[src/rtl/core/dlrb_pkg.sv]
// ============================================================================
// dlrb_pkg: shared types and constants of the daylight ramp brightness block
// Phase codes, the tag that travels with each word through the pipeline,
// register indexes, reset values and the fixed constants of the ease curve.
// ============================================================================
package dlrb_pkg;

    localparam int MIN_W     = 11;
    localparam int HOUR_W    = 5;
    localparam int MINUTE_W  = 6;
    localparam int CH_IDX_W  = 3;
    localparam int LEVEL_W   = 7;
    localparam int PEAK_W    = 8;
    localparam int CFG_W     = 64;
    localparam int CFG_IDX_W = 3;

    typedef enum logic [1:0] {
        PH_OFF  = 2'd0,
        PH_RISE = 2'd1,
        PH_PEAK = 2'd2,
        PH_SET  = 2'd3
    } t_phase;

    typedef struct packed {
        logic   valid;
        t_phase phase;
    } t_tag;

    typedef logic [MIN_W-1:0] t_minute;

    typedef struct packed {
        t_minute on_min;
        t_minute peak_start;
        t_minute peak_end;
        t_minute off_min;
    } t_sched;

    localparam logic [CFG_IDX_W-1:0] REG_ON         = 3'd0;
    localparam logic [CFG_IDX_W-1:0] REG_PEAK_START = 3'd1;
    localparam logic [CFG_IDX_W-1:0] REG_PEAK_END   = 3'd2;
    localparam logic [CFG_IDX_W-1:0] REG_OFF        = 3'd3;
    localparam logic [CFG_IDX_W-1:0] REG_PEAK_TABLE = 3'd4;

    localparam t_minute RST_ON         = 11'd480;
    localparam t_minute RST_PEAK_START = 11'd600;
    localparam t_minute RST_PEAK_END   = 11'd960;
    localparam t_minute RST_OFF        = 11'd1200;

    localparam int MIN_PER_HOUR = 60;
    localparam int EASE_A_K     = 126;   // 3 * 0.42 in percent
    localparam int EASE_B_K     = 174;   // 3 * 0.58 in percent
    localparam int PCT_SCALE    = 100;
    localparam int LEVEL_MAX    = 100;

endpackage

[src/rtl/core/dlrb_front.sv]
// ============================================================================
// dlrb_front: minute of day and phase selection
// Two stages: the minute of day, then the phase with the elapsed time and
// the length of the ramp that the divider needs.
// ============================================================================
module dlrb_front (
    input  logic                                i_clk,
    input  logic                                i_rst_n,
    input  logic                                i_valid,
    input  logic [dlrb_pkg::HOUR_W-1:0]         i_hour,
    input  logic [dlrb_pkg::MINUTE_W-1:0]       i_minute,
    input  dlrb_pkg::t_sched                    i_sched,
    output dlrb_pkg::t_tag                      o_tag,
    output dlrb_pkg::t_minute                   o_e,
    output dlrb_pkg::t_minute                   o_d
);
    import dlrb_pkg::*;

    logic    r_a_valid;
    t_minute r_t;
    t_tag    r_tag;
    t_minute r_e;
    t_minute r_d;

    t_phase  n_phase;
    t_minute n_e;
    t_minute n_d;

    always_ff @(posedge i_clk) begin
        if (!i_rst_n) begin
            r_a_valid <= 1'b0;
            r_tag     <= '0;
        end else begin
            r_a_valid   <= i_valid;
            r_tag.valid <= r_a_valid;
            r_tag.phase <= n_phase;
        end
    end

    always_ff @(posedge i_clk) begin
        r_t <= t_minute'(i_hour) * t_minute'(MIN_PER_HOUR) + t_minute'(i_minute);
        r_e <= n_e;
        r_d <= n_d;
    end

    // Outside a ramp the divider still runs, on a harmless 0 / 1.
    always_comb begin
        n_phase = PH_OFF;
        n_e     = '0;
        n_d     = t_minute'(1);
        if (r_t < i_sched.on_min || r_t >= i_sched.off_min) begin
            n_phase = PH_OFF;
        end else if (r_t < i_sched.peak_start) begin
            n_phase = PH_RISE;
            n_e     = r_t - i_sched.on_min;
            n_d     = i_sched.peak_start - i_sched.on_min;
        end else if (r_t < i_sched.peak_end) begin
            n_phase = PH_PEAK;
        end else begin
            n_phase = PH_SET;
            n_e     = r_t - i_sched.peak_end;
            n_d     = i_sched.off_min - i_sched.peak_end;
        end
    end

    assign o_tag = r_tag;
    assign o_e   = r_e;
    assign o_d   = r_d;

endmodule

[config.mk]
export PLATFORM = sky130hd
export DESIGN_NAME = dlrb_front
export DESIGN_NICKNAME = d
export VERILOG_FILES = /design/src/rtl/core/dlrb_pkg.sv /design/src/rtl/core/dlrb_front.sv
export SDC_FILE = /design/constraint.sdc
export NUM_CORES = 1
export LEC_CHECK = 0
export ABC_AREA = 1
export ABC_CLOCK_PERIOD_IN_PS = 3550
export BUFFER_PORTS_ARGS = -buffer_cell sky130_fd_sc_hd__buf_4
export CORE_AREA = 2 2 129 131
export DETAILED_ROUTE_END_ITERATION = 7
export DIE_AREA = 0 0 131 133
export GPL_TIMING_DRIVEN = 0
export PLACE_DENSITY_LB_ADDON = 0.2
export RECOVER_POWER = 100
export SLEW_MARGIN = 20
export SYNTH_ARGS = -nofsm -noshare
export SYNTH_HDL_FRONTEND = slang
export SYNTH_SLANG_ARGS = --single-unit
[constraint.sdc]
create_clock -name i_clk -period 3.55 [get_ports i_clk]
set_clock_uncertainty 0.15 [all_clocks]
set_input_delay 0 -clock i_clk [delete_from_list [all_inputs] [get_ports i_clk]]
set_output_delay 0 -clock i_clk [all_outputs]
set_load 0.005 [all_outputs]
==> key figures <==
Clock network
  – Longest Clk Path Bufs: 2
  – Clock root cell: clkbuf_16
  – Post_cts resized: 0
  – Clk slew on worst S/H paths: about 0.060 ns
  – CTS tree: built
  – Number of H-tree levels: 2
  – Total CTS buffers: 5
  – Postcts setup bufs: 0
  – Clock latency on the worst-skew pair: slightly below 0.3 ns
  – Hold_buf cts: 12
  – Clk sinks: 37

Yosys
  – Mapped Cells: around 800
  – EDFF count, synth: 0
  – Synthesized area: a little under 5000 um2
  – Async SR Flop Fraction: 0%
  – Yosys cell types: 31
  – Syn Area/Cell: roughly 6.3 um2
  – Syn_nets: 930
  – Main synth FF type: dfxtp_1
  – Yosys reg bits: 37
  – Yosys warning count: 0
  – Sequential fraction of the synthesis area: 15.12%

Worst setup path
  – CP top delay family: simple AND/OR/NAND/NOR gates
  – Crit path max-delay cell type: clkbuf_1
  – Crit-path cells: ha_1, nand2_1, nand2_1, nand2_1, nand2_1, nand2_1, nand2_1, nor2_1, clkbuf_1, nand2_1, a21oi_1
  – Reg2reg setup slack: 0.74 ns
  – WP data required: around 3.6 ns
  – Max incr delay on CP: 0.52 ns
  – Critical path launch point type: flop
  – Crit Path Category: flop to flop
  – Crit-path max FO: 10
  – Crit end category: flop
  – Crit path top cell by count: nand2_1
  – Worst path buffer plus inverter count: 1
  – Critical Path AT: about 2.9 ns

Floorplan
  – Ports: a little over 80
  – Die area: 17420 um2
  – Initial Util: between 30% and 40%
  – Core Rows: 47
  – Core ar.: 16170 um2
  – DIE HEIGHT: between 100 and 150 um
  – Die Wd: 131 um

Routing
  – DRC viols: 0
  – Wire per inst: 12.77 um
  – Initial DRC count: 211
  – Drt pass-1 iters: 4
  – Vias post-DR: just under 5000
  – Routed WL: approximately 14 mm
  – Avg Vias per Cell: between 4 and 5
  – Detail Route Antenna Nets: 0

Place
  – Placed inst area: slightly below 6000 um2
  – Placer Congestion: 0.8370
  – I/O Buffers: between 80 and 90
  – Placed insts: around 1100
  – Half-perimeter wire length after placement: 12.24 mm

Global route
  – Met1 Usage GRT: between 20% and 30%
  – Total gr overflow: 0
  – Vias in the first global route: ~4700
  – Met2 global-route usage: approximately 29%
  – Initial antenna violation count: 0
  – Most Crowded Layer GR: met2
  – Tot GR Track Use: between 10% and 20%
  – Largest net degree at the start of global routing: 14
  – GRT met3 Usage: roughly 2.2%
  – First-pass GRT wire length: 22.60 mm

Flow run
  – Number of max-cap violations: 0

Finish
  – Highest-count cells in the layout ignoring fill and taps: nand2_1, inv_1, ha_1
  – Non-filler instance count after layout: 1103
  – Synth-to-Final Area Change: 23.73%
  – Register area: between 700 and 800 um2
  – Leading cell type in the layout, fill and taps excluded: nand2_1
  – Final Util: between 30% and 40%
  – Fillers: ~1800
  – Area of the multi-input gates: 3517 um2
  – Ant diodes: 0
  – Nets: 1031
  – Layout cell share with drive strength beyond 1: roughly 12%
  – Finished Cell Area: around 6000 um2

Timing
  – Slew @ Worst Pin: about 0.65 ns
  – Hold Vio Cnt, Final: 0
  – Final Setup Violations: 0
  – Min Hold Slack: 0.03653 ns
  – Period utilization: ~80%
  – Fmax: around 360 MHz
  – Minimum clock period: 2.808 ns
  – TNS Setup: 0 ns
  – RSZ-0062 raised after global routing: no
  – Rel. slew slack: between 50 and 60%
  – Slew Viols, Final: 0

Power and ir drop
  – Net Sw Power: roughly 1.6 mW
  – Clock Power Share: 17.9%
  – Leakage power: approximately 3.5 nW
  – VDD IR max: about 0.2 mV
  – Pint: 1.827 mW
  – PwrDens: approximately 560 nW/um2
  – Register share of total power: around a fifth
  – Fraction of power spent switching nets: between 40% and 50%
  – Part of the power in combinational logic: between 60% and 70%

Hold path
  – Hold Crit Class: input pin to flop

Outcome
  – Status: finished clean
[synthesized netlist by cell type, types with 5 or more instances]
cell,number,area (um2)
xor2_1,18,157.7
dfxtp_1,37,740.7
nand3_2,5,50.05
nor2_1,76,285.3
fa_1,12,240.2
a21oi_1,49,245.2
xnor2_1,7,61.31
or2_2,9,56.30
inv_1,153,574.3
nand2_1,242,908.4
nand3b_1,6,45.04
ha_1,79,988.5
nor3_1,5,25.02
nand4_1,17,106.4
nand3_1,42,210.2
[through the flow]
step | total power [mW] | setup WS (ns)
finish | 3.393 | 0.7416
global route | 3.759 | 0.4660
CTS | 3.476 | 0.7841
detailed placement | 2.842 | 0.4821
global placement | 2.845 | 0.4828
floorplan | 2.168 | 0.7703
[power groups by stage]
stage / clock [mW] / sequential, mW / combinational (mW)
detailed placement: 0 / 0.697 / 2.14
CTS: 0.618 / 0.688 / 2.17
global route: 0.629 / 0.701 / 2.43
global placement: 0 / 0.697 / 2.15
floorplan: 0 / 0.655 / 1.51
finish: 0.608 / 0.679 / 2.11
[area by class of cell]
type	instances	share of cell area (%)
clock buffers	5	2.064
inverters	154	9.620
plain buffers	4	0.4335
repair buffers	94	11.95
multi-input cells	586	58.03
well taps	220	4.542
flip-flops and latches	37	12.22
clock inverters	3	1.135
[path summary, 6_finish.rpt]
| path | from | endpoint | cells after the start |
|---|---|---|---|
| setup reg to reg | r_t[4]$_DFF_P_ | o_d[3]$_SDFF_PP0_ | 11 |
| hold reg to reg | r_a_valid$_SDFF_PN0_ | o_tag[2]$_SDFF_PN0_ | 2 |
| setup / recovery | r_t[4]$_DFF_P_ | o_d[3]$_SDFF_PP0_ | 11 |
| hold / removal | i_sched[34] | o_e[1]$_SDFF_PP0_ | 4 |
[kinds of logic (layout without fill, tap and decap cells)]
logic type	Yosys count	after routing	share of synthesized area (%)
fa+ha+maj	91	91	25.08
buf+inv	158	260	12.82
compound gates	61	61	6.641
xor+xnor	25	25	4.470
flops	37	37	15.12
simple gates	409	409	35.86
[worst min-delay path, delay by kind of cell]
| kind | cells | cell delay, ns |
|---|---|---|
| and+or+nand+nor | 1 | 0.10 |
| adders and majority gates | 1 | 0.16 |
| buffers and inverters | 1 | 0.12 |
| AOI/OAI and AO/OA | 1 | 0.05 |
[registers in the layout, indices dropped and copies added, names as in the netlist]
name / count
o_e: 11
o_d: 11
r_a_valid: 1
r_t: 11
o_tag: 3
[layer usage]
metal	routed length, um	part of all wire [%]	up-vias
met2	6609	47	91
li1	-	-	2633
met1	6463	46	2071
met3	800	5.7	14
met4	216	1.5	0
met5	0	0	-
No activity file was read; power rests on OpenSTA's default activity.
