`src/rtl/core/dlrb_pkg.sv`:
```
// ============================================================================
// dlrb_pkg: shared types and constants of the daylight ramp brightness block
// Phase codes, the tag that travels with each word through the pipeline,
// register indexes, reset values and the fixed constants of the ease curve.
// ============================================================================
package dlrb_pkg;

    localparam int MIN_W     = 11;
    localparam int HOUR_W    = 5;
    localparam int MINUTE_W  = 6;
    localparam int CH_IDX_W  = 3;
    localparam int LEVEL_W   = 7;
    localparam int PEAK_W    = 8;
    localparam int CFG_W     = 64;
    localparam int CFG_IDX_W = 3;

    typedef enum logic [1:0] {
        PH_OFF  = 2'd0,
        PH_RISE = 2'd1,
        PH_PEAK = 2'd2,
        PH_SET  = 2'd3
    } t_phase;

    typedef struct packed {
        logic   valid;
        t_phase phase;
    } t_tag;

    typedef logic [MIN_W-1:0] t_minute;

    typedef struct packed {
        t_minute on_min;
        t_minute peak_start;
        t_minute peak_end;
        t_minute off_min;
    } t_sched;

    localparam logic [CFG_IDX_W-1:0] REG_ON         = 3'd0;
    localparam logic [CFG_IDX_W-1:0] REG_PEAK_START = 3'd1;
    localparam logic [CFG_IDX_W-1:0] REG_PEAK_END   = 3'd2;
    localparam logic [CFG_IDX_W-1:0] REG_OFF        = 3'd3;
    localparam logic [CFG_IDX_W-1:0] REG_PEAK_TABLE = 3'd4;

    localparam t_minute RST_ON         = 11'd480;
    localparam t_minute RST_PEAK_START = 11'd600;
    localparam t_minute RST_PEAK_END   = 11'd960;
    localparam t_minute RST_OFF        = 11'd1200;

    localparam int MIN_PER_HOUR = 60;
    localparam int EASE_A_K     = 126;   // 3 * 0.42 in percent
    localparam int EASE_B_K     = 174;   // 3 * 0.58 in percent
    localparam int PCT_SCALE    = 100;
    localparam int LEVEL_MAX    = 100;

endpackage

```
`src/rtl/core/dlrb_chan.sv`:
```
// ============================================================================
// dlrb_chan: channel sequencer and output register
// Steps through the channels one a cycle, scales each peak by the factor,
// clamps to 100 and drives the registered result word.
// ============================================================================
module dlrb_chan #(
    parameter int CHANNELS  = 4,
    parameter int FRAC_BITS = 16
) (
    input  logic                              i_clk,
    input  logic                              i_rst_n,
    input  dlrb_pkg::t_tag                    i_tag,
    input  logic [FRAC_BITS:0]                i_f,
    input  logic [dlrb_pkg::CFG_W-1:0]        i_peak_table,
    output logic                              o_valid,
    output logic [dlrb_pkg::CH_IDX_W-1:0]     o_channel_index,
    output logic [dlrb_pkg::LEVEL_W-1:0]      o_level,
    output logic [1:0]                        o_phase,
    output logic                              o_any_on,
    output logic                              o_last
);
    import dlrb_pkg::*;

    localparam int CNT_W = (CHANNELS > 1) ? $clog2(CHANNELS) : 1;
    localparam logic [CNT_W-1:0] LAST_CH = CNT_W'(CHANNELS - 1);
    localparam int PROD_W = PEAK_W + FRAC_BITS + 1;

    logic               r_act;
    logic [CNT_W-1:0]   r_cnt;
    logic               r_any;
    logic [FRAC_BITS:0] r_f;
    t_phase             r_phase;

    logic               is_last;
    logic [PEAK_W-1:0]  pk;
    logic [PROD_W-1:0]  prod;
    logic [PEAK_W:0]    lv_raw;
    logic [LEVEL_W-1:0] lv;
    logic               any_now;

    assign is_last = (r_cnt == LAST_CH);
    assign pk      = i_peak_table[{r_cnt, 3'b000} +: PEAK_W];
    assign prod    = pk * r_f;
    assign lv_raw  = prod[PROD_W-1:FRAC_BITS];
    assign lv      = (lv_raw > (PEAK_W+1)'(LEVEL_MAX)) ? LEVEL_W'(LEVEL_MAX)
                                                        : LEVEL_W'(lv_raw);
    assign any_now = r_any | (lv != '0);

    always_ff @(posedge i_clk) begin
        if (!i_rst_n) begin
            r_act   <= 1'b0;
            r_cnt   <= '0;
            o_valid <= 1'b0;
        end else begin
            o_valid <= r_act;
            if (i_tag.valid) begin
                r_act <= 1'b1;
                r_cnt <= '0;
            end else if (r_act) begin
                if (is_last) begin
                    r_act <= 1'b0;
                end else begin
                    r_cnt <= r_cnt + 1'b1;
                end
            end
        end
    end

    always_ff @(posedge i_clk) begin
        if (i_tag.valid) begin
            r_f     <= i_f;
            r_phase <= i_tag.phase;
            r_any   <= 1'b0;
        end else if (r_act) begin
            r_any   <= any_now;
        end
        o_channel_index <= CH_IDX_W'(r_cnt);
        o_level         <= lv;
        o_phase         <= r_phase;
        o_any_on        <= is_last & any_now;
        o_last          <= is_last;
    end

`ifndef SYNTHESIS
    a_load_free: assert property (@(posedge i_clk) disable iff (!i_rst_n)
        i_tag.valid |-> (!r_act || is_last))
        else $error("new word reached the sequencer before the last channel");

    a_any_last: assert property (@(posedge i_clk) disable iff (!i_rst_n)
        (o_valid && o_any_on) |-> o_last)
        else $error("any_on raised on a word that is not the last");

    a_last_idx: assert property (@(posedge i_clk) disable iff (!i_rst_n)
        o_valid |-> (o_last == (o_channel_index == CH_IDX_W'(CHANNELS - 1))))
        else $error("last flag does not match the final channel");

    a_off_dark: assert property (@(posedge i_clk) disable iff (!i_rst_n)
        (o_valid && o_phase == PH_OFF) |-> (o_level == '0))
        else $error("nonzero level while off");

    a_run_len: assert property (@(posedge i_clk) disable iff (!i_rst_n)
        (o_valid && !o_last) |=> o_valid)
        else $error("result run broke off before the last channel");
`endif

endmodule

```
`config.mk`:
```
export PLATFORM = sky130hd
export DESIGN_NAME = dlrb_chan
export DESIGN_NICKNAME = d
export VERILOG_FILES = /design/src/rtl/core/dlrb_pkg.sv /design/src/rtl/core/dlrb_chan.sv
export SDC_FILE = /design/constraint.sdc
export NUM_CORES = 1
export LEC_CHECK = 0
export BUFFER_PORTS_ARGS = -buffer_cell sky130_fd_sc_hd__buf_2
export CAP_MARGIN = 20
export CORE_MARGIN = 2
export CORE_UTILIZATION = 59
export CTS_BUF_LIST = sky130_fd_sc_hd__clkbuf_2 sky130_fd_sc_hd__clkbuf_4 sky130_fd_sc_hd__clkbuf_8
export DETAILED_ROUTE_END_ITERATION = 8
export PLACE_DENSITY = 0.84
export SLEW_MARGIN = 20
export SYNTH_ARGS = -nofsm -noshare
export SYNTH_HDL_FRONTEND = slang
export SYNTH_SLANG_ARGS = --single-unit
```
`constraint.sdc`:
```
create_clock -name i_clk -period 8.4 [get_ports i_clk]
set_input_delay 1.68 -clock i_clk [delete_from_list [all_inputs] [get_ports i_clk]]
set_output_delay 1.68 -clock i_clk [all_outputs]
set_load 0.1 [all_outputs]
```
==> summary.md <==
| Metric | Value |
|---|---|
| Status | `complete, no violations` |
| CP max-delay cell | `mux4_1` |
| First-pass iteration count of the detailed router | `5` |
| Fillers | `740` |
| CTS tree | `built` |
| Sequential Power Share | `10.4%` |
| Post-route DRC | `0` |
| Final ANT Viol Nets | `0` |
| Clock transition at path regs | `0.08 ns` |
| # setup viols final | `0` |
| Post-route setup TNS | `0 ns` |
| Pwr dens | `393 nW/um^2` |
| Internal power | `1100 uW` |
| DR WL/cell | `15.9 um` |
| Final Critical Period | `7.15 ns` |
| PortBufs | `67` |
| Clock sinks | `37` |
| Worst Hold Class | `register to register` |
| CP dominant cell by count | `fa_1` |
| Largest net degree at the start of global routing | `23` |
| CP arrival | `7.33 ns` |
| Most frequent cells in the layout | `108 x inv_1, 95 x and2_1, 89 x fa_1` |
| Vias/cell | `5.62` |
| RePlAce Congestion | `0.927` |
| P_sw | `1320 uW` |
| Die W | `101 um` |
| CTS Root Cell | `clkbuf_8` |
| Seq/Total Area, Yosys | `16.6%` |
| Setup crit start kind | `primary input` |
| Final Hold Viols | `0` |
| FMAX | `0.140 GHz` |
| Max Slew Vio Count | `0` |
| #FFs+latches synth | `37` |
| Area grow syn2layout | `10.2%` |
| Dpl hpwl | `9.90 mm` |
| Netlist cell types | `50` |
| Post-CTS Setup Inserts | `0` |
| Die H | `101 um` |
| Commonest non-fill, non-tap cell in the layout | `inv_1` |
| Initial Util | `60.5%` |
| GR Overflow Total | `0` |
| Final Skew | `0.0129 ns` |
| Initial DRC Count | `255` |
| Cells after Synth | `589` |
| Inserted Clock Buffers | `5` |
| Post-Route WL | `12.4 mm` |
| WP buf/inv | `3` |
| H-Tree Depth | `2` |
| Slew at the pin closest to its max-slew limit | `0.877 ns` |
| Hold_buf cts | `0` |
| Yosys top cell by area | `fa_1` |
| I/O Pins | `101` |
| Core Area | `9240 um^2` |
| Fin crit share | `85.2%` |
| First-pass GRT wire length | `21.7 mm` |
| Row count | `35` |
| Vias after detailed routing | `4369` |
| Clock network power share | `8.0%` |
| Share of layout cells above drive strength 1 | `13.3%` |
| CTS Buffer Depth | `2` |
| Synth Flop Type | `edfxtp_1` |
| Clk_lat worst skew | `0.31 ns` |
| Combinational Power Share | `81.6%` |
| Total chip power | `2420 uW` |
| Crit path max-delay family | `adder cells` |
| Ys async rst share | `0%` |
| Leak Pwr | `0.00306 uW` |
| Synth Cell Area | `5590 um^2` |
| # diodes | `0` |
| Number of global-route vias before repair | `4800` |
| Slew Limit Headroom | `41.4%` |
| Critical path capture point type | `register` |
| Max stage delay on crit path | `0.85 ns` |
| Max_cap viols | `0` |
| R2r setup slk | `1.67 ns` |
| Synth top area share | `31.9%` |
| Worst path cell trace | `buf_2 > mux4_1 > and2_1 > fa_1 > fa_1 > fa_1 > inv_1 > fa_1 > inv_1 > ha_1 > a21oi_1 > o211ai_1 > a221oi_1 > o21a_2 > xnor2_1 > or3_1 > nor4_2 > a211oi_1` |
| Synth area leaders | `fa_1 32%, and2_1 11%, edfxtp_1 10%` |
| Yosys synthesis warning count | `0` |
| Critical Path Fanout Max | `17` |
| Avg Cell Area, Syn | `9.50 um^2` |
| Layout net count | `866` |
| Die area | `10300 um^2` |
| Worst EP required | `8.57 ns` |
| Post-synth EDFFs | `19` |
| Maximum VDD drop | `222 uV` |
| Switching share of power | `54.4%` |
| Critical path class | `primary input to register` |
| GRT Total Usage | `27.0%` |
| RSZ-0062 raised after global routing | `false` |
| Initial antenna violation count | `0` |
| # resized after CTS | `0` |
| Syn nets | `807` |
-- layout make-up --
cell class / count / area (um^2) / share of cell area (%)
Multi-Input combinational cell: 428 / 4180 / 67.9
Clock inverter: 3 / 68.8 / 1.12
Clock buffer: 5 / 68.8 / 1.12
Sequential cell: 37 / 931 / 15.1
Inverter: 108 / 405 / 6.58
Timing Repair Buffer: 68 / 343 / 5.56
Tap cell: 129 / 161 / 2.62
-- cell families after synthesis --
family	synth area share [%]
AND/OR/NAND/NOR	19.0
adder cells (fa/ha/maj)	41.5
buffers and inverters	8.55
AO/OA/AOI/OAI	8.97
flip-flops	16.6
multiplexers	3.85
XOR/XNOR	1.41
other	0.0670
-- metrics by stage --
step	setup slack (ns)	util [%]	hold slack, ns	std cells	instance area, um^2
global route	0.987	66.7	0.364	778	6160
global placement	1.03	65.2	0.330	770	6020
detailed placement	0.971	65.2	0.338	770	6020
floorplan	1.62	-	0.323	589	5590
finish	1.25	66.7	0.358	778	6160
CTS	1.28	66.7	0.364	778	6160
-- cells in the mapped netlist, types with 10 or more instances --
master and number:
nand2_1 58, and2_1 95, nor2_1 14, edfxtp_1 19
clkbuf_1 10, fa_1 89, dfxtp_1 18, a21oi_1 23
o21ai_0 10, inv_1 108, a21o_1 13, ha_1 43
-- state kept, by name, summed over array words and instances (netlist names) --
register	count
r_phase	2
o_valid	1
r_f	17
o_last	1
r_any	1
o_phase	2
o_channel_index	2
r_cnt	2
o_level	7
o_any_on	1
r_act	1
-- routing by layer --
layer	vias up	routed length (um)	part of all wire [%]	global-route usage [%]
li1	1999	-	-	-
met1	2182	4940	40	33.0
met2	165	6370	51	48.5
met3	23	817	6.6	5.52
met4	0	257	2.1	7.80
met5	-	0	0	0
-- path summary, 6_finish.rpt --
check	from	end	cells past startpoint
worst min-delay path	r_phase[1]$_DFFE_PP_	o_phase[1]$_DFF_P_	0
worst min register to register	r_phase[1]$_DFFE_PP_	o_phase[1]$_DFF_P_	0
worst max-delay path	i_peak_table[10]	r_any$_SDFFE_PP0P_	18
worst max register to register	r_cnt[0]$_SDFFE_PP0P_	r_any$_SDFFE_PP0P_	17
-- power groups by stage --
stage / clock [uW] / combinational (uW) / sequential (uW)
6_report: 194 / 1980 / 251
5_1_grt: 204 / 2250 / 254
4_1_cts: 199 / 1960 / 250
3_5_place_dp: 0 / 1940 / 254
3_3_place_gp: 0 / 1880 / 253
2_1_floorplan: 0 / 1440 / 372
-- worst register-to-register path, stage by stage, from the launching register on --
cell	delay [ns]
dfxtp_1	0.90
mux4_1	1.00
and2_1	0.33
fa_1	0.52
fa_1	0.51
fa_1	0.49
inv_1	0.04
fa_1	0.47
inv_1	0.04
ha_1	0.34
a21oi_1	0.27
o211ai_1	0.17
a221oi_1	0.42
o21a_2	0.24
xnor2_1	0.09
or3_1	0.37
nor4_2	0.27
a211oi_1	0.11
Note: power is estimated with default switching activity, not from simulation.
