### src/rtl/core/dlrb_pkg.sv
// ============================================================================
// dlrb_pkg: shared types and constants of the daylight ramp brightness block
// Phase codes, the tag that travels with each word through the pipeline,
// register indexes, reset values and the fixed constants of the ease curve.
// ============================================================================
package dlrb_pkg;

    localparam int MIN_W     = 11;
    localparam int HOUR_W    = 5;
    localparam int MINUTE_W  = 6;
    localparam int CH_IDX_W  = 3;
    localparam int LEVEL_W   = 7;
    localparam int PEAK_W    = 8;
    localparam int CFG_W     = 64;
    localparam int CFG_IDX_W = 3;

    typedef enum logic [1:0] {
        PH_OFF  = 2'd0,
        PH_RISE = 2'd1,
        PH_PEAK = 2'd2,
        PH_SET  = 2'd3
    } t_phase;

    typedef struct packed {
        logic   valid;
        t_phase phase;
    } t_tag;

    typedef logic [MIN_W-1:0] t_minute;

    typedef struct packed {
        t_minute on_min;
        t_minute peak_start;
        t_minute peak_end;
        t_minute off_min;
    } t_sched;

    localparam logic [CFG_IDX_W-1:0] REG_ON         = 3'd0;
    localparam logic [CFG_IDX_W-1:0] REG_PEAK_START = 3'd1;
    localparam logic [CFG_IDX_W-1:0] REG_PEAK_END   = 3'd2;
    localparam logic [CFG_IDX_W-1:0] REG_OFF        = 3'd3;
    localparam logic [CFG_IDX_W-1:0] REG_PEAK_TABLE = 3'd4;

    localparam t_minute RST_ON         = 11'd480;
    localparam t_minute RST_PEAK_START = 11'd600;
    localparam t_minute RST_PEAK_END   = 11'd960;
    localparam t_minute RST_OFF        = 11'd1200;

    localparam int MIN_PER_HOUR = 60;
    localparam int EASE_A_K     = 126;   // 3 * 0.42 in percent
    localparam int EASE_B_K     = 174;   // 3 * 0.58 in percent
    localparam int PCT_SCALE    = 100;
    localparam int LEVEL_MAX    = 100;

endpackage

### src/rtl/core/dlrb_ease.sv
// ============================================================================
// dlrb_ease: cubic ease curve and brightness factor
// Five stages: squares, cubes and cross terms, weighted sum, reciprocal
// divide by 100, then correction, saturation and the factor for the phase.
// ============================================================================
module dlrb_ease #(
    parameter int FRAC_BITS = 16
) (
    input  logic                    i_clk,
    input  logic                    i_rst_n,
    input  dlrb_pkg::t_tag          i_tag,
    input  logic [FRAC_BITS-1:0]    i_p,
    output dlrb_pkg::t_tag          o_tag,
    output logic [FRAC_BITS:0]      o_f
);
    import dlrb_pkg::*;

    localparam int F     = FRAC_BITS;
    localparam int ONE_W = F + 1;
    localparam int XW    = F + 9;      // 126a + 174b < 300 * 2^F
    localparam int K     = XW;
    localparam int MW    = K - 6;
    localparam int QW    = F + 2;
    localparam longint unsigned RECIP = (64'd1 << K) / PCT_SCALE;
    localparam logic [MW-1:0]    RECIP_M = MW'(RECIP);
    localparam logic [ONE_W-1:0] ONE     = {1'b1, {F{1'b0}}};

    t_tag r_tag1, r_tag2, r_tag3, r_tag4, r_tag5;

    // Stage 1
    logic [ONE_W-1:0]   n_q;
    logic [2*F-1:0]     prod_pp;
    logic [2*ONE_W-1:0] prod_qq;
    logic [F-1:0]       r1_p;
    logic [ONE_W-1:0]   r1_q;
    logic [F-1:0]       r1_p2;
    logic [ONE_W-1:0]   r1_q2;

    assign n_q     = ONE - {1'b0, i_p};
    assign prod_pp = i_p * i_p;
    assign prod_qq = n_q * n_q;

    // Stage 2
    logic [2*F-1:0]     prod_p3;
    logic [2*F:0]       prod_a;
    logic [2*F:0]       prod_b;
    logic [F-1:0]       r2_p3;
    logic [F-1:0]       r2_a;
    logic [F-1:0]       r2_b;

    assign prod_p3 = r1_p2 * r1_p;
    assign prod_a  = r1_q2 * r1_p;
    assign prod_b  = r1_q * r1_p2;

    // Stage 3
    logic [XW-1:0]      n_x;
    logic [XW-1:0]      r3_x;
    logic [F-1:0]       r3_p3;

    assign n_x = XW'(r2_a) * XW'(EASE_A_K) + XW'(r2_b) * XW'(EASE_B_K);

    // Stage 4
    logic [XW+MW-1:0]   prod_r;
    logic [QW-1:0]      r4_qh;
    logic [XW-1:0]      r4_x;
    logic [F-1:0]       r4_p3;

    assign prod_r = r3_x * RECIP_M;

    // Stage 5
    logic [XW-1:0]      back;
    logic [XW-1:0]      rem;
    logic [QW-1:0]      qd;
    logic [QW-1:0]      c_raw;
    logic [ONE_W-1:0]   c_sat;
    logic [ONE_W-1:0]   n_f;
    logic [ONE_W-1:0]   r5_f;

    // The reciprocal estimate is at most one short of the true quotient.
    assign back  = XW'(r4_qh) * XW'(PCT_SCALE);
    assign rem   = r4_x - back;
    assign qd    = r4_qh + QW'(rem >= XW'(PCT_SCALE));
    assign c_raw = qd + QW'(r4_p3);
    assign c_sat = (c_raw > QW'(ONE)) ? ONE : ONE_W'(c_raw);

    always_comb begin
        unique case (r_tag4.phase)
            PH_RISE: n_f = c_sat;
            PH_PEAK: n_f = ONE;
            PH_SET:  n_f = ONE - c_sat;
            default: n_f = '0;
        endcase
    end

    always_ff @(posedge i_clk) begin
        if (!i_rst_n) begin
            r_tag1 <= '0;
            r_tag2 <= '0;
            r_tag3 <= '0;
            r_tag4 <= '0;
            r_tag5 <= '0;
        end else begin
            r_tag1 <= i_tag;
            r_tag2 <= r_tag1;
            r_tag3 <= r_tag2;
            r_tag4 <= r_tag3;
            r_tag5 <= r_tag4;
        end
    end

    always_ff @(posedge i_clk) begin
        r1_p  <= i_p;
        r1_q  <= n_q;
        r1_p2 <= prod_pp[2*F-1:F];
        r1_q2 <= prod_qq[2*F:F];
        r2_p3 <= prod_p3[2*F-1:F];
        r2_a  <= prod_a[2*F-1:F];
        r2_b  <= prod_b[2*F-1:F];
        r3_x  <= n_x;
        r3_p3 <= r2_p3;
        r4_qh <= prod_r[K+QW-1:K];
        r4_x  <= r3_x;
        r4_p3 <= r3_p3;
        r5_f  <= n_f;
    end

    assign o_tag = r_tag5;
    assign o_f   = r5_f;

endmodule

### config.mk
export PLATFORM = sky130hd
export DESIGN_NAME = dlrb_ease
export DESIGN_NICKNAME = d
export VERILOG_FILES = /design/src/rtl/core/dlrb_pkg.sv /design/src/rtl/core/dlrb_ease.sv
export SDC_FILE = /design/constraint.sdc
export NUM_CORES = 2
export LEC_CHECK = 0
export ABC_AREA = 1
export BUFFER_PORTS_ARGS = -buffer_cell sky130_fd_sc_hd__buf_2
export CAP_MARGIN = 25
export CELL_PAD_IN_SITES_DETAIL_PLACEMENT = 0
export CELL_PAD_IN_SITES_GLOBAL_PLACEMENT = 1
export CORE_MARGIN = 5
export CORE_UTILIZATION = 47
export DETAILED_ROUTE_END_ITERATION = 8
export GPL_TIMING_DRIVEN = 0
export PLACE_DENSITY = 0.79
export SYNTH_ARGS = -nofsm -noshare
export SYNTH_HDL_FRONTEND = slang
export SYNTH_SLANG_ARGS = --single-unit
### constraint.sdc
create_clock -name i_clk -period 8.27 [get_ports i_clk]
set_input_delay 2.481 -clock i_clk [delete_from_list [all_inputs] [get_ports i_clk]]
set_output_delay 2.481 -clock i_clk [all_outputs]
set_load 0.05 [all_outputs]
==> implementation parameters <==
Parameter                              Value

Layout
  Number of filler cells placed in the layout ... 12.9k
  Number of nets in the layout ... 9921
  Share of post-route cells with drive strength above 1 ... 6.04%
  Area growth syn-to-layout ... 9.09%
  Total area of sequential cells ... 4850 sq um
  Multi-input gate area ... 50300 sq um
  Finished layout cell area ... 68800 sq um

Hold path
  Cell depth of the worst min-delay path ... 0
  End point of the worst hold path ... r3_p3[0]$_DFF_P_
  Hold Startpoint ... r2_p3[0]$_DFF_P_
  Class of the tightest hold or removal check ... reg -> reg

Floorplanning
  Die outline area ... 142000 sq um
  Row Count ... 134
  Num ports ... 41
  Vert. Die Dim ... 376 um
  Starting density of the core ... 47.2%
  Core Box Area ... roughly 130000 sq um
  Die X ... 376 um

Synthesis
  Flip-flop and latch count after synthesis ... about 240
  Dominant combinational cell family by area after synthesis ... adder cells
  Share of cell area taken by muxes after synthesis ... 0%
  Top FF cell, synth ... dfxtp_1
  Count of yosys warnings during synthesis ... 0
  Number of unique standard cell types used by synthesis ... 63
  Share of the synthesized netlist area taken by xor and xnor gates ... 3.29%
  Synthesized area divided by synthesized cell count ... 8.29 sq um
  Async S/R FF share, synth ... 0%
  Leading area contributor after synthesis ... fa_1
  Top cells by instance count after synthesis ... inv_1, nand2_1, fa_1, ha_1, a21oi_1
  Count leader, synth ... inv_1
  Register area share after synthesis ... just under 8%
  Dominant cells by area after synthesis ... fa_1, ha_1, inv_1, nand2_1, dfxtp_1
  Post-synthesis share of cell area spent on full adders, half adders and majority gates ... 56.4%
  EDFF count, synth ... 0
  Cell count after synthesis ... between 7k and 8k
  Complex-gate fraction of the synthesized area ... under 10%
  Share of Yosys cell area claimed by the top area cell type ... about two fifths
  Cell Area, Synth ... 63100 sq um
  Post-synthesis share of cell area spent on and, or, nand and nor gates ... 12.6%

STA
  Final setup slack of the worst path ... -118 ps
  Number of setup violations in the final report ... 7
  Maximum clock skew at final layout ... between 30 and 40 ps
  Setup repair after global routing missed its margin ... true
  Slew at the pin closest to its max-slew limit ... 1120 ps
  Tmin final ... 8390 ps
  Final Cycle Share ... 101%
  Max-slew headroom ... between 20% and 30%
  Fmax ... 119 MHz
  Count of pins over their slew limit ... 0
  Final Hold Vio Count ... 0

Clocking
  Number of buffers created by CTS ... 31
  CTS sink count ... 242
  Root Buffer ... clkbuf_16
  Latest clock arrival within the worst-skew pair ... 660 ps
  Hold-fix buffers at CTS ... 0
  Clock input transition at the sequential cells of the worst setup and hold paths ... ~70 ps
  CTS tree ... done
  Longest Clk Path Bufs ... 3
  Number of H-tree levels ... 1

Worst setup path
  Slowest library cell on the worst path ... fa_2
  RR Startpoint ... r1_p[1]$_DFF_P_
  Reg2Reg Depth ... 25
  Critical Path Max Stage Delay ... 570 ps
  Sort of element at the start of the critical path ... primary input
  Reg-to-reg critical path endpoint ... r2_p3[10]$_DFF_P_
  Setup crit end kind ... register
  Data required time at the worst endpoint ... 8860 ps
  Most used cell along the critical path ... inv_2
  Maximum fanout along the worst path ... 7
  Worst endpoint data arrival time ... 8980 ps
  Category of the critical setup timing path ... in -> reg
  Reg2Reg Setup Slack ... 270 ps

Run
  Max-capacitance violation count ... 0

Run status
  Run status ... finished with violations
  Failing checks ... setup timing

Drt
  Total via count after detailed routing ... between 40k and 50k
  Routed vias/inst ... 5.06
  Total length of routed wires ... about 180000 um
  Number of nets with antenna violations after routing ... 0
  DRC viols ... 0
  First-pass DRT Iterations ... 5
  Average wire length per cell after detail routing ... approximately 19 um
  Initial DRC Count ... between 2k and 3k

GRT
  Number of antenna violations at the first check in global routing ... 3
  Residual overflow from global routing ... 0
  Pin count of the biggest net entering global routing ... 17
  Global Route met3 Usage ... 4.21%
  Peak-usage layer in the global routing report ... met2
  Number of global-route vias before repair ... between 50k and 60k
  Wire length of the first global-routing pass ... 286000 um
  Met1 routing resource usage after global routing ... 33.1%
  M2 GR Usage ... 43.7%
  Gr usage total ... between 20% and 30%

Place
  Placer congestion estimate ... 0.938
  Number of port buffers ... 40
  HPWL after detailed placement ... 152000 um
  Placed Area ... around 66000 sq um
cell type report:
cell class,count,area share [%]
multi-input cells,4993,73.2
plain buffers,215,1.56
repair buffers,149,1.67
diodes,2,0.00728
well taps,1768,3.22
flip-flops and latches,242,7.06
clock buffers,40,1.24
inverters,2155,11.8
clock inverters,17,0.271
per-layer routing:
metal | share of wire (%) | wire length [um]
met1 | 42 | 74200
met2 | 48 | 84900
met3 | 6.4 | 11300
met4 | 4.5 | 8030
met5 | 0.0073 | 13
metrics by stage:
stage	cells	hold slack, ps	worst slack [ps]	setup TNS (ps)	utilization, %
2_1_floorplan	7614	310	-71.1	-247	-
3_3_place_gp	9422	311	-1700	-43230	49.3
3_5_place_dp	9425	312	-1760	-45100	49.3
4_1_cts	9544	323	-52.4	-70.2	50.9
5_1_grt	9580	326	-377	-3470	51.5
6_report	9581	323	-118	-518	51.5
placed cells by master (no fill, tap or decap), drive strengths merged, types with 5 or more instances in the layout:
cell,instances
xor2,150
nand2,1483
o21a,22
nand3,103
o221ai,8
clkbuf,237
fa,1218
xnor2,83
inv,2156
ha,895
buf,167
nor2,301
a211oi,6
nor4,15
nor3,38
a21boi,14
conb,11
or2,8
dfxtp,242
nand3b,5
o21bai,20
o31ai,17
o21ai,152
a31oi,21
nand4,38
o211ai,23
a31o,5
clkinv,10
a21o,13
a21oi,321
a221oi,5
sequential cells by signal, indices dropped and copies added (netlist names):
signal,cells
r_tag2,3
r4_p3,16
r1_p,15
r_tag1,3
r_tag3,3
r1_q2,17
r3_p3,16
r2_b,16
r2_a,16
r_tag4,3
o_f,17
r2_p3,16
o_tag,3
r1_p2,16
r4_qh,18
r4_x,23
r1_q,17
r3_x,24
worst max-delay path by stage:
| stage | from | to | slack, ps | cells past startpoint |
|---|---|---|---|---|
| 4_1_cts | i_p[2] | r1_q2[13]$_DFF_P_ | -50 | 32 |
| 2_1_floorplan | i_p[0] | r1_q2[9]$_DFF_P_ | -70 | 32 |
| 3_3_place_gp | i_p[7] | r1_q2[13]$_DFF_P_ | -1700 | 29 |
| 6_report | i_p[0] | r1_q2[12]$_DFF_P_ | -120 | 34 |
| 3_5_place_dp | i_p[7] | r1_q2[13]$_DFF_P_ | -1760 | 26 |
| 5_1_grt | i_p[0] | r1_q2[12]$_DFF_P_ | -380 | 34 |
cells by family after synthesis:
kind of cell	Yosys count
adder cells (fa/ha/maj)	2113
flip-flops	242
XOR/XNOR	233
other	2
buffers and inverters	2379
AO/OA/AOI/OAI	636
AND/OR/NAND/NOR	2000
critical path: cells and delay by family:
family	cells	cell delay [ps]
fa+ha+maj	7	3320
xor+xnor	1	120
buf+inv	10	820
compound gates	5	900
simple gates	11	1290
repair_timing:
action / 4_1_cts / 5_1_grt
pin swaps: 66 / 56
endpoints found under the setup margin: 44 / 39
buffers inserted: 70 / 35
resized for setup: 179 / 167
Power is not shown: default switching activity piles up to over one toggle a cycle in this logic, so the estimate is an artifact.
