$ cat src/rtl/core/dlrb_pkg.sv
// ============================================================================
// dlrb_pkg: shared types and constants of the daylight ramp brightness block
// Phase codes, the tag that travels with each word through the pipeline,
// register indexes, reset values and the fixed constants of the ease curve.
// ============================================================================
package dlrb_pkg;

    localparam int MIN_W     = 11;
    localparam int HOUR_W    = 5;
    localparam int MINUTE_W  = 6;
    localparam int CH_IDX_W  = 3;
    localparam int LEVEL_W   = 7;
    localparam int PEAK_W    = 8;
    localparam int CFG_W     = 64;
    localparam int CFG_IDX_W = 3;

    typedef enum logic [1:0] {
        PH_OFF  = 2'd0,
        PH_RISE = 2'd1,
        PH_PEAK = 2'd2,
        PH_SET  = 2'd3
    } t_phase;

    typedef struct packed {
        logic   valid;
        t_phase phase;
    } t_tag;

    typedef logic [MIN_W-1:0] t_minute;

    typedef struct packed {
        t_minute on_min;
        t_minute peak_start;
        t_minute peak_end;
        t_minute off_min;
    } t_sched;

    localparam logic [CFG_IDX_W-1:0] REG_ON         = 3'd0;
    localparam logic [CFG_IDX_W-1:0] REG_PEAK_START = 3'd1;
    localparam logic [CFG_IDX_W-1:0] REG_PEAK_END   = 3'd2;
    localparam logic [CFG_IDX_W-1:0] REG_OFF        = 3'd3;
    localparam logic [CFG_IDX_W-1:0] REG_PEAK_TABLE = 3'd4;

    localparam t_minute RST_ON         = 11'd480;
    localparam t_minute RST_PEAK_START = 11'd600;
    localparam t_minute RST_PEAK_END   = 11'd960;
    localparam t_minute RST_OFF        = 11'd1200;

    localparam int MIN_PER_HOUR = 60;
    localparam int EASE_A_K     = 126;   // 3 * 0.42 in percent
    localparam int EASE_B_K     = 174;   // 3 * 0.58 in percent
    localparam int PCT_SCALE    = 100;
    localparam int LEVEL_MAX    = 100;

endpackage

$ cat src/rtl/core/dlrb_div.sv
// ============================================================================
// dlrb_div: pipelined restoring divider for the ramp progress
// Forms p = floor(e * 2^FRAC_BITS / d) for e < d, one quotient bit a stage.
// ============================================================================
module dlrb_div #(
    parameter int FRAC_BITS = 16
) (
    input  logic                    i_clk,
    input  logic                    i_rst_n,
    input  dlrb_pkg::t_tag          i_tag,
    input  dlrb_pkg::t_minute       i_e,
    input  dlrb_pkg::t_minute       i_d,
    output dlrb_pkg::t_tag          o_tag,
    output logic [FRAC_BITS-1:0]    o_p
);
    import dlrb_pkg::*;

    t_tag                 r_tag [FRAC_BITS];
    t_minute              r_rem [FRAC_BITS];
    t_minute              r_d   [FRAC_BITS];
    logic [FRAC_BITS-1:0] r_quo [FRAC_BITS];

    for (genvar s = 0; s < FRAC_BITS; s++) begin : g_stage
        t_tag                 tag_in;
        t_minute              rem_in;
        t_minute              d_in;
        logic [FRAC_BITS-1:0] quo_in;
        logic [MIN_W:0]       shifted;
        logic                 take;

        if (s == 0) begin : g_first
            assign tag_in = i_tag;
            assign rem_in = i_e;
            assign d_in   = i_d;
            assign quo_in = '0;
        end else begin : g_next
            assign tag_in = r_tag[s-1];
            assign rem_in = r_rem[s-1];
            assign d_in   = r_d[s-1];
            assign quo_in = r_quo[s-1];
        end

        assign shifted = {rem_in, 1'b0};
        assign take    = (shifted >= {1'b0, d_in});

        always_ff @(posedge i_clk) begin
            if (!i_rst_n) begin
                r_tag[s] <= '0;
            end else begin
                r_tag[s] <= tag_in;
            end
        end

        // The remainder stays below d, so it always fits back in MIN_W bits.
        always_ff @(posedge i_clk) begin
            r_rem[s] <= take ? MIN_W'(shifted - {1'b0, d_in}) : MIN_W'(shifted);
            r_d[s]   <= d_in;
            r_quo[s] <= {quo_in[FRAC_BITS-2:0], take};
        end
    end

    assign o_tag = r_tag[FRAC_BITS-1];
    assign o_p   = r_quo[FRAC_BITS-1];

endmodule

$ cat config.mk
export PLATFORM = sky130hd
export DESIGN_NAME = dlrb_div
export DESIGN_NICKNAME = d
export VERILOG_FILES = /design/src/rtl/core/dlrb_pkg.sv /design/src/rtl/core/dlrb_div.sv
export SDC_FILE = /design/constraint.sdc
export NUM_CORES = 1
export LEC_CHECK = 0
export BUFFER_PORTS_ARGS = -buffer_cell sky130_fd_sc_hd__buf_2
export CORE_MARGIN = 4
export CORE_UTILIZATION = 40
export CTS_BUF_LIST = sky130_fd_sc_hd__clkbuf_8
export DETAILED_ROUTE_END_ITERATION = 10
export PLACE_DENSITY = 0.64
export SLEW_MARGIN = 15
export SYNTH_ARGS = -nofsm -noshare
export SYNTH_HDL_FRONTEND = slang
export SYNTH_SLANG_ARGS = --single-unit
$ cat constraint.sdc
create_clock -name i_clk -period 6.6 [get_ports i_clk]
set_clock_uncertainty 0.05 [all_clocks]
set_input_delay 0.99 -clock i_clk [delete_from_list [all_inputs] [get_ports i_clk]]
set_output_delay 0.99 -clock i_clk [all_outputs]
set_load 0.005 [all_outputs]
==> results of run 1 <==
sequential cells by signal (all words and copies together) (netlist names):
name	flops
r_d	165
r_rem	165
r_tag	48
r_quo	136
metal layers:
metal,vias to the layer above,global-route usage
li1,7576,-
met1,6953,0.185
met2,366,0.256
met3,108,0.0315
met4,0,0.0668
met5,-,0
layout make-up:
| class | count | area [um^2] | area share |
|---|---|---|---|
| Clock inverter | 48 | 342 | 0.0141 |
| Clock buffer | 112 | 1540 | 0.0638 |
| Multi-Input combinational cell | 1290 | 9970 | 0.412 |
| Inverter | 248 | 946 | 0.0391 |
| Tap cell | 688 | 861 | 0.0356 |
| Sequential cell | 514 | 10300 | 0.426 |
| Timing Repair Buffer | 45 | 225 | 0.00932 |
cell families after synthesis:
| logic type | after synthesis | synth area share |
|---|---|---|
| and+or+nand+nor | 463 | 0.116 |
| buffers and inverters | 272 | 0.0502 |
| muxes | 94 | 0.0527 |
| AOI/OAI and AO/OA | 488 | 0.159 |
| adders and majority gates | 190 | 0.117 |
| xor gates and xnor gates | 55 | 0.0226 |
| DFF | 514 | 0.482 |
through the flow:
| step | worst slack (ns) | hold WS (ns) | power [mW] |
|---|---|---|---|
| finish | 3.95 | 0.259 | 12.5 |
| floorplan | 3.86 | 0.260 | 8.46 |
| global route | 3.83 | 0.264 | 13.5 |
| global placement | 3.48 | 0.260 | 9.50 |
| CTS | 4.00 | 0.254 | 12.7 |
| detailed placement | 3.41 | 0.262 | 9.59 |
worst register-to-register path, delay by kind of cell (launching register included):
kind,cells,cell delay [ns]
AO/OA/AOI/OAI,2,0.59
AND/OR/NAND/NOR,2,0.58
adder cells (fa/ha/maj),1,0.45
flip-flops,1,0.33
multiplexers,1,0.33
buffers and inverters,2,0.20
report_power, final:
| part | switching, mW | internal, mW | leakage (nW) |
|---|---|---|---|
| Sequential | 0.433 | 4.05 | 4.31 |
| Clock | 1.27 | 1.69 | 1.06 |
| Combinational | 2.74 | 2.35 | 5.58 |
| Total | 4.44 | 8.09 | 11.0 |
cell usage in the layout, fill, tap and decap left out, types with 14 or more instances in the layout:
| cell type | n |
|---|---|
| o2111ai_1 | 25 |
| a31oi_1 | 19 |
| buf_2 | 45 |
| mux2_2 | 73 |
| inv_1 | 260 |
| and3_1 | 16 |
| nor2b_1 | 20 |
| nand3_1 | 70 |
| o21ai_0 | 84 |
| and2_1 | 54 |
| o21a_1 | 49 |
| nor2_1 | 128 |
| nor3_1 | 60 |
| o31ai_1 | 41 |
| a21boi_0 | 16 |
| fa_1 | 15 |
| mux2_4 | 18 |
| ha_1 | 175 |
| clkbuf_8 | 112 |
| a21oi_1 | 94 |
| xor2_1 | 20 |
| a21o_1 | 33 |
| a211oi_1 | 14 |
| o211ai_1 | 25 |
| xnor2_1 | 35 |
| nand2_1 | 36 |
| nand4_1 | 29 |
| dfxtp_1 | 514 |
final timing paths:
| path | start | end | slack [ns] | cells past startpoint |
|---|---|---|---|---|
| max | r_d[1][49]$_DFF_P_ | r_rem[1][65]$_DFF_P_ | 3.95 | 8 |
| min | r_quo[11][7]$_DFF_P_ | r_quo[12][8]$_DFF_P_ | 0.26 | 0 |
| max reg2reg | r_d[1][49]$_DFF_P_ | r_rem[1][65]$_DFF_P_ | 3.95 | 8 |
| min reg2reg | r_quo[11][7]$_DFF_P_ | r_quo[12][8]$_DFF_P_ | 0.26 | 0 |
==> results.sh, run 1 <==
export IMPL_synth_area_per_cell_um2=10.3
export IMPL_first_pass_iters=5
export IMPL_area_growth_pct=13.3
export IMPL_max_slew_margin=0.581
export IMPL_layout_drive_gt1_share=0.140
export IMPL_critical_path_class="flip-flop to flip-flop"
export IMPL_yosys_cell_types_count=65
export IMPL_p_leak_nw=11.0
export IMPL_fin_cells=2945
export IMPL_die_x_um=239
export IMPL_tightestPinTransition_ns=0.623
export IMPL_clkLatencyLatePin_ns=0.66
export IMPL_fill_cells=4889
export IMPL_antenna_found_initial=0
export IMPL_post_route_period_util=0.401
export IMPL_netlist_instances=2076
export IMPL_finalHoldViolations=0
export IMPL_drtAntennaViolNets=0
export IMPL_max_stage_delay_ns=0.45
export IMPL_yosys_area_top_type="dfxtp_1"
export IMPL_vias=15000
export IMPL_start_util=0.405
export IMPL_ys_seq_area_frac=0.482
export IMPL_synthesis_area_um2=21300
export IMPL_cts_htree_levels=3
export IMPL_grt_pass1_vias=15000
export IMPL_drc=0
export IMPL_async_flop_share=0
export IMPL_power_density_nw_per_um2=518
export IMPL_outcome="finished clean"
export IMPL_wl_met3_mm=2.21
export IMPL_dp_hpwl_mm=31.8
export IMPL_syn_nets=2293
export IMPL_wl_per_cell_um=14.5
export IMPL_drt_iter0_drc=879
export IMPL_maxCapViolCount=0
export IMPL_top_layer="met4"
export IMPL_post_synth_top_count_cell="dfxtp_1"
export IMPL_fin_util=0.459
export IMPL_antenna_cells=0
export IMPL_setup_viol=0
export IMPL_grt_pass1_wl_mm=71.8
export IMPL_path_buf_inv=2
export IMPL_hold_path_class="flip-flop to flip-flop"
export IMPL_slowest_stage="ha_1"
export IMPL_grtUsageTotal=0.151
export IMPL_rsz0062_at_grt="false"
export IMPL_cts_sinks=514
export IMPL_cts_root_buf="clkbuf_8"
export IMPL_ctsHoldBuffers=0
export IMPL_core_rowCount=84
export IMPL_worst_ep_arrival_time_ns=3.14
export IMPL_setup_tns_ns=0
export IMPL_die_area_um2=57100
export IMPL_netlist_top_cells_count="dfxtp_1, inv_1, ha_1"
export IMPL_grt_start_max_net_pins=49
export IMPL_die_h_um=239
export IMPL_path_clk_slew_ns=0.06
export IMPL_num_nets_final=2404
export IMPL_endpoint_kind="flip-flop"
export IMPL_numCtsBuffers=88
export IMPL_dr_wl_met2_mm=20.3
export IMPL_worst_ep_required_time_ns=7.09
export IMPL_min_period_ns=2.65
export IMPL_synthTopCellsByArea="dfxtp_1, ha_1, inv_1, mux2_2, nor2_1"
export IMPL_max_clock_freq_mhz=378
export IMPL_ys_seq_elements=514
export IMPL_path_cells="inv_1, ha_1, nand4_1, a211oi_1, o21ai_2, and2_1, inv_2, mux2_2"
export IMPL_tritoncts="done"
export IMPL_ctsResizeCount=0
export IMPL_cp_max_fo=10
export IMPL_via_per_inst=5.09
export IMPL_routed_wl_mm=42.8
export IMPL_dp_cells=2785
export IMPL_grt_overflow=0
export IMPL_report_final_slew_viol_count=0
export IMPL_synth_edf_count=0
export IMPL_design_area_um2=24200
export IMPL_cp_top_family="compound AO/OA/AOI/OAI gates"
export IMPL_place_area_um2=22300
export IMPL_place_gp_congestion=0.844
export IMPL_num_io_pins=46
export IMPL_netlist_area_leader_share=0.482
export IMPL_core_area_um2=52700
export IMPL_cp_start_kind="flip-flop"
export IMPL_clockBufferDepth=3
export IMPL_ir_drop_v=0.000190
export IMPL_portBuffers=45
export IMPL_dominantRegCellSynth="dfxtp_1"
export IMPL_drt_met1_wl_mm=19.0
export IMPL_ys_warn_count=0
export IMPL_post_cts_repair_setup_buffers=0
(Power assumes the default switching activity.)
==> inputs of run 2 (changes only) <==
--- a/config.mk
+++ b/config.mk
@@ -5,12 +5,13 @@
 export SDC_FILE = /design/constraint.sdc
 export NUM_CORES = 1
 export LEC_CHECK = 0
+export ABC_AREA = 1
 export BUFFER_PORTS_ARGS = -buffer_cell sky130_fd_sc_hd__buf_2
 export CORE_MARGIN = 4
 export CORE_UTILIZATION = 40
 export CTS_BUF_LIST = sky130_fd_sc_hd__clkbuf_8
 export DETAILED_ROUTE_END_ITERATION = 10
-export PLACE_DENSITY = 0.64
+export PLACE_DENSITY = 0.66
 export SLEW_MARGIN = 15
 export SYNTH_ARGS = -nofsm -noshare
 export SYNTH_HDL_FRONTEND = slang
==> constraint.sdc (replaced) <==
create_clock -name i_clk -period 2.16 [get_ports i_clk]
set_clock_uncertainty 0.05 [all_clocks]
set_input_delay 0.324 -clock i_clk [delete_from_list [all_inputs] [get_ports i_clk]]
set_output_delay 0.324 -clock i_clk [all_outputs]
set_load 0.005 [all_outputs]
==> results.sh, run 2 <==
export IMPL_critical_path_class="input port to flip-flop"
export IMPL_reg_top3="r_d (165), r_rem (165), r_quo (136)"
export IMPL_ys_warn_count=0
export IMPL_grtUsageTotal=0.157
export IMPL_tritoncts="done"
export IMPL_synth_edf_count=0
export IMPL_worst_ep_arrival_time_ns=2.54
export IMPL_maxCapViolCount=0
export IMPL_power_density_nw_per_um2=1470
export IMPL_endpoint_kind="flip-flop"
export IMPL_yosys_area_top_type="dfxtp_1"
export IMPL_outcome="finished clean"
export IMPL_numCtsBuffers=85
export IMPL_fill_cells=5817
export IMPL_dp_hpwl_mm=37.6
export IMPL_setup_tns_ns=0
export IMPL_cts_root_buf="clkbuf_8"
export IMPL_cp_start_kind="input port"
export IMPL_report_final_slew_viol_count=0
export IMPL_p_leak_nw=14.9
export IMPL_area_sequential_um2=10300
export IMPL_async_flop_share=0
export IMPL_vias=18700
export IMPL_max_slew_margin=0.699
export IMPL_drtAntennaViolNets=0
export IMPL_worst_ep_required_time_ns=2.70
export IMPL_routed_wl_mm=48.9
export IMPL_grt_pass1_wl_mm=83.8
export IMPL_portBuffers=45
export IMPL_finalHoldViolations=0
export IMPL_place_ws_ns=0.0839
export IMPL_grt_overflow=0
export IMPL_min_period_ns=2.00
export IMPL_netlist_instances=3111
export IMPL_dominantRegCellSynth="dfxtp_1"
export IMPL_ys_seq_elements=514
export IMPL_max_clock_freq_mhz=500
export IMPL_post_route_period_util=0.926
export IMPL_drc=0
export IMPL_first_pass_iters=5
export IMPL_yosys_cell_types_count=26
export IMPL_post_synth_top_count_cell="nand2_1"
export IMPL_tightestPinTransition_ns=0.451
export IMPL_clockBufferDepth=3
export IMPL_post_cts_repair_setup_buffers=0
export IMPL_die_x_um=251
export IMPL_place_area_um2=25000
export IMPL_num_nets_final=3496
export IMPL_num_io_pins=46
export IMPL_layout_commonest_cell="nand2_1"
export IMPL_syn_nets=3328
export IMPL_synth_area_per_cell_um2=7.61
export IMPL_cts_htree_levels=3
export IMPL_design_area_um2=27000
export IMPL_grt_pass1_vias=18000
export IMPL_cts_sinks=514
export IMPL_grt_start_max_net_pins=49
export IMPL_core_rowCount=88
export IMPL_hold_path_class="input port to flip-flop"
export IMPL_antenna_found_initial=1
export IMPL_core_area_um2=58100
export IMPL_setup_viol=0
export IMPL_wl_per_cell_um=11.9
export IMPL_synthesis_area_um2=23700
export IMPL_ir_drop_v=0.000747
export IMPL_die_area_um2=63200
export IMPL_final_setup_worst_slack_ns=0.160
export IMPL_cp_max_fo=11
export IMPL_via_per_inst=4.54
export IMPL_start_util=0.407
export IMPL_path_clk_slew_ns=0.06
export IMPL_netlist_area_leader_share=0.434
export IMPL_multi_input_area_um2=10900
export IMPL_final_cell_mix="nand2_1, inv_1, dfxtp_1, nand3_1, ha_1"
export IMPL_area_growth_pct=14.0
export IMPL_drt_iter0_drc=977
export IMPL_die_h_um=251
export IMPL_netlist_top_cells_count="nand2_1, inv_1, dfxtp_1"
export IMPL_rsz0062_at_grt="false"
export IMPL_place_gp_congestion=0.864
export IMPL_synthTopCellsByArea="dfxtp_1, nand2_1, ha_1, inv_1, nand3_1"
export IMPL_layout_drive_gt1_share=0.111
export IMPL_clkLatencyLatePin_ns=0.66
export IMPL_ys_seq_area_frac=0.434
[run 2: worst paths after layout]
check / cells after the start / slack, ns / start / to
setup / recovery: 11 / 0.16 / i_d[0] / r_rem[0][1]$_DFF_P_
hold / removal: 4 / 0.16 / i_rst_n / r_tag[1][17]$_SDFF_PN0_
setup reg to reg: 9 / 0.23 / r_d[1][44]$_DFF_P_ / r_rem[1][57]$_DFF_P_
hold reg to reg: 0 / 0.25 / r_quo[7][6]$_DFF_P_ / r_quo[8][7]$_DFF_P_
[run 2: worst max-delay path, cell delays in order]
cell and delay, ns:
dlygate4sd3_1 0.52, buf_2 0.11, inv_1 0.10, fa_1 0.48, nand3_1 0.14, nand3_2 0.12, nand2_2 0.11, nand3_1 0.07
nand2_1 0.35, nand3_1 0.13, nand2_1 0.08
[run 2: kinds of logic after synthesis]
family	after synthesis	synth area share
fa+ha+maj	190	0.105
flops	514	0.434
buf+inv	590	0.104
xor+xnor	45	0.0166
compound gates	84	0.0229
simple gates	1688	0.317
[run 2: where the power goes]
group          internal [mW]  switching [mW]  total [mW]
Sequential              12.4            1.42        13.8
Combinational           6.57            10.5        17.0
Clock                   4.98            3.79        8.77
Total                   23.9            15.7        39.6
[run 2: area by class of cell]
cell class / count / share of cell area
clock inverter: 46 / 0.0115
multi-input combinational: 2007 / 0.405
sequential: 514 / 0.381
timing repair buffer: 131 / 0.0363
antenna: 1 / 0.0000927
tap: 765 / 0.0355
inverter: 540 / 0.0751
clock buffer: 108 / 0.0551
[run 2: timing repair]
action / 4_1_cts / 5_1_grt
gates resized for setup: 0 / 3
hold buffers: 24 / 0
setup endpoints to repair: 0 / 12
hold endpoints to repair: 25 / 0
[run 2: stage by stage]
stage / util / total power [mW] / hold slack (ns) / cells
after global routing: 0.464 / 43.4 / 0.157 / 4112
after detailed placement: 0.429 / 31.0 / 0.262 / 3933
after CTS: 0.464 / 40.1 / 0.0866 / 4111
after global placement: 0.429 / 30.7 / 0.260 / 3933
final: 0.464 / 39.6 / 0.163 / 4112
after floorplan: - / 27.1 / 0.260 / 3111
[run 2: metal layers]
layer  wire length [um]  GRT usage  vias to the layer above
met4               1210     0.0596                        0
li1                   -          -                     9988
met1              23200      0.203                     8273
met3               1950     0.0273                       91
met5                  0          0                        -
met2              22600      0.263                      310
==> inputs of run 3 (changes only) <==
--- a/config.mk
+++ b/config.mk
@@ -12,6 +12,7 @@
 export CTS_BUF_LIST = sky130_fd_sc_hd__clkbuf_8
 export DETAILED_ROUTE_END_ITERATION = 10
 export PLACE_DENSITY = 0.66
+export SETUP_SLACK_MARGIN = 0.2
 export SLEW_MARGIN = 15
 export SYNTH_ARGS = -nofsm -noshare
 export SYNTH_HDL_FRONTEND = slang
==> results.sh, run 3 (synthesis results as in run 2) <==
export IMPL_p_leak_nw=15.0
export IMPL_grt_overflow=0
export IMPL_setup_viol=0
export IMPL_cpMostUsedCell="nand2_1"
export IMPL_first_pass_iters=5
export IMPL_num_io_pins=46
export IMPL_fin_util=0.467
export IMPL_numCtsBuffers=85
export IMPL_r2r_start="r_d[1][29]$_DFF_P_"
export IMPL_area_growth_pct=14.7
export IMPL_endpoint_kind="flip-flop"
export IMPL_core_rowCount=88
export IMPL_fin_total_pwr_mw=39.9
export IMPL_via_per_inst=4.56
export IMPL_path_buf_inv=3
export IMPL_clkLatencyLatePin_ns=0.65
export IMPL_tightestPinTransition_ns=0.446
export IMPL_critPathLaunch="r_d[1][29]$_DFF_P_"
export IMPL_critical_path_class="flip-flop to flip-flop"
export IMPL_grt_pass1_wl_mm=83.8
export IMPL_ir_drop_v=0.000754
export IMPL_max_stage_delay_ns=0.38
export IMPL_fin_cells=4118
export IMPL_die_area_um2=63200
export IMPL_num_nets_final=3502
export IMPL_outcome="finished clean"
export IMPL_vias=18800
export IMPL_tritoncts="done"
export IMPL_dp_hpwl_mm=37.6
export IMPL_dp_cells=3933
export IMPL_path_clk_slew_ns=0.06
export IMPL_start_util=0.407
export IMPL_layout_drive_gt1_share=0.119
export IMPL_reg2reg_to="r_rem[1][43]$_DFF_P_"
export IMPL_final_cell_mix="nand2_1, inv_1, dfxtp_1, nand3_1, ha_1"
export IMPL_slowest_stage="dfxtp_1"
export IMPL_die_h_um=251
export IMPL_max_clock_freq_mhz=540
export IMPL_clockBufferDepth=3
export IMPL_report_final_slew_viol_count=0
export IMPL_wl_per_cell_um=11.9
export IMPL_drt_iter0_drc=998
export IMPL_die_x_um=251
export IMPL_cts_sinks=514
export IMPL_portBuffers=45
export IMPL_worst_ep_arrival_time_ns=2.37
export IMPL_cts_root_buf="clkbuf_8"
export IMPL_rsz0062_at_grt="false"
export IMPL_core_area_um2=58100
export IMPL_power_density_nw_per_um2=1470
export IMPL_worst_ep_required_time_ns=2.68
export IMPL_grt_start_max_net_pins=49
export IMPL_maxCapViolCount=0
export IMPL_post_route_period_util=0.857
export IMPL_cp_endpoint="r_rem[1][43]$_DFF_P_"
export IMPL_cp_top_family="simple AND/OR/NAND/NOR gates"
export IMPL_reg2reg_slack_ns=0.31
export IMPL_drc=0
export IMPL_routed_wl_mm=49.1
export IMPL_cp_max_fo=5
export IMPL_r2r_cells=11
export IMPL_max_slew_margin=0.703
export IMPL_min_period_ns=1.85
export IMPL_path_cells="inv_1, ha_1, nand2_2, inv_1, nand2_1, nand2_1, nand2_1, nand4_1, buf_4, nand3_1, nand2_1"
export IMPL_hold_path_class="input port to flip-flop"
export IMPL_antenna_found_initial=1
export IMPL_finalHoldViolations=0
export IMPL_layout_commonest_cell="nand2_1"
export IMPL_cts_htree_levels=3
export IMPL_grt_pass1_vias=18000
export IMPL_drtAntennaViolNets=0
export IMPL_hold_start="i_e[10]"
export IMPL_cp_start_kind="flip-flop"
export IMPL_reg_top3="r_d (165), r_rem (165), r_quo (136)"
export IMPL_grtUsageTotal=0.157
export IMPL_path_depth=11
export IMPL_setup_tns_ns=0
export IMPL_place_gp_congestion=0.864
## run 3: cell count changes in the layout (fill, tap and decap cells not counted), moves of 2 or more
cell / before / now
buf_6: 0 / 5
nor2_2: 13 / 15
nor2_1: 121 / 117
fa_1: 15 / 7
nand2_4: 0 / 6
fa_2: 0 / 8
nor2_4: 17 / 19
dfxtp_1: 514 / 512
nand2_1: 996 / 990
dfxtp_2: 0 / 2
ha_1: 175 / 173
## run 3: report_power, final
part | switching [mW] | leakage [nW] | internal [mW]
Combinational | 10.6 | 9.60 | 6.73
Clock | 3.78 | 1.04 | 4.98
Sequential | 1.43 | 4.31 | 12.4
Total | 15.8 | 15.0 | 24.1
## run 3: final cells by class
type	count	area, um^2
Sequential cell	514	10300
Inverter	540	2030
Antenna cell	1	2.50
Clock buffer	108	1490
Timing Repair Buffer	137	1060
Clock inverter	46	312
Fill cell	5792	31000
Multi-Input combinational cell	2007	11000
Tap cell	765	957
## run 3: worst min path at each step
stage / to / slack [ns] / cells after the start
final: r_rem[0][0]$_SDFF_PN0_ / 0.13 / 6
after global routing: r_rem[0][0]$_SDFF_PN0_ / 0.15 / 6
after CTS: r_quo[0][0]$_DFF_P_ / 0.09 / 5
after detailed placement: r_quo[15][1]$_DFF_P_ / 0.26 / 0
after global placement: r_quo[14][3]$_DFF_P_ / 0.26 / 0
after floorplan: r_quo[10][10]$_DFF_P_ / 0.26 / 0
## run 3: routing by layer
layer  vias up  global-route usage  wire length (um)
met4         0              0.0596              1200
met2       368               0.263             22700
met3        89              0.0273              2110
met5         -                   0                 0
li1      10000                   -                 -
met1      8308               0.203             23100
## run 3: what timing repair did
item,in CTS,in global routing
setup buffers,0,5
gates cloned,0,1
hold buffers,24,0
pin swaps,0,2
resized for setup,4,35
setup endpoints to repair,12,124
hold endpoints to repair,25,0
## run 3: stage by stage
stage / area [um^2] / hold WS [ns] / setup slack (ns)
floorplan: 23700 / 0.260 / 0.512
global placement: 25000 / 0.260 / 0.141
detailed placement: 25000 / 0.262 / 0.0839
CTS: 27000 / 0.0866 / 0.224
global route: 27200 / 0.154 / 0.182
finish: 27200 / 0.131 / 0.310
## run 3: worst min-delay path, stage by stage
cell     delay, ns
buf_2         0.09
inv_1         0.03
nand2_1       0.06
nor2_2        0.07
nand2_4       0.14
a21oi_2       0.06
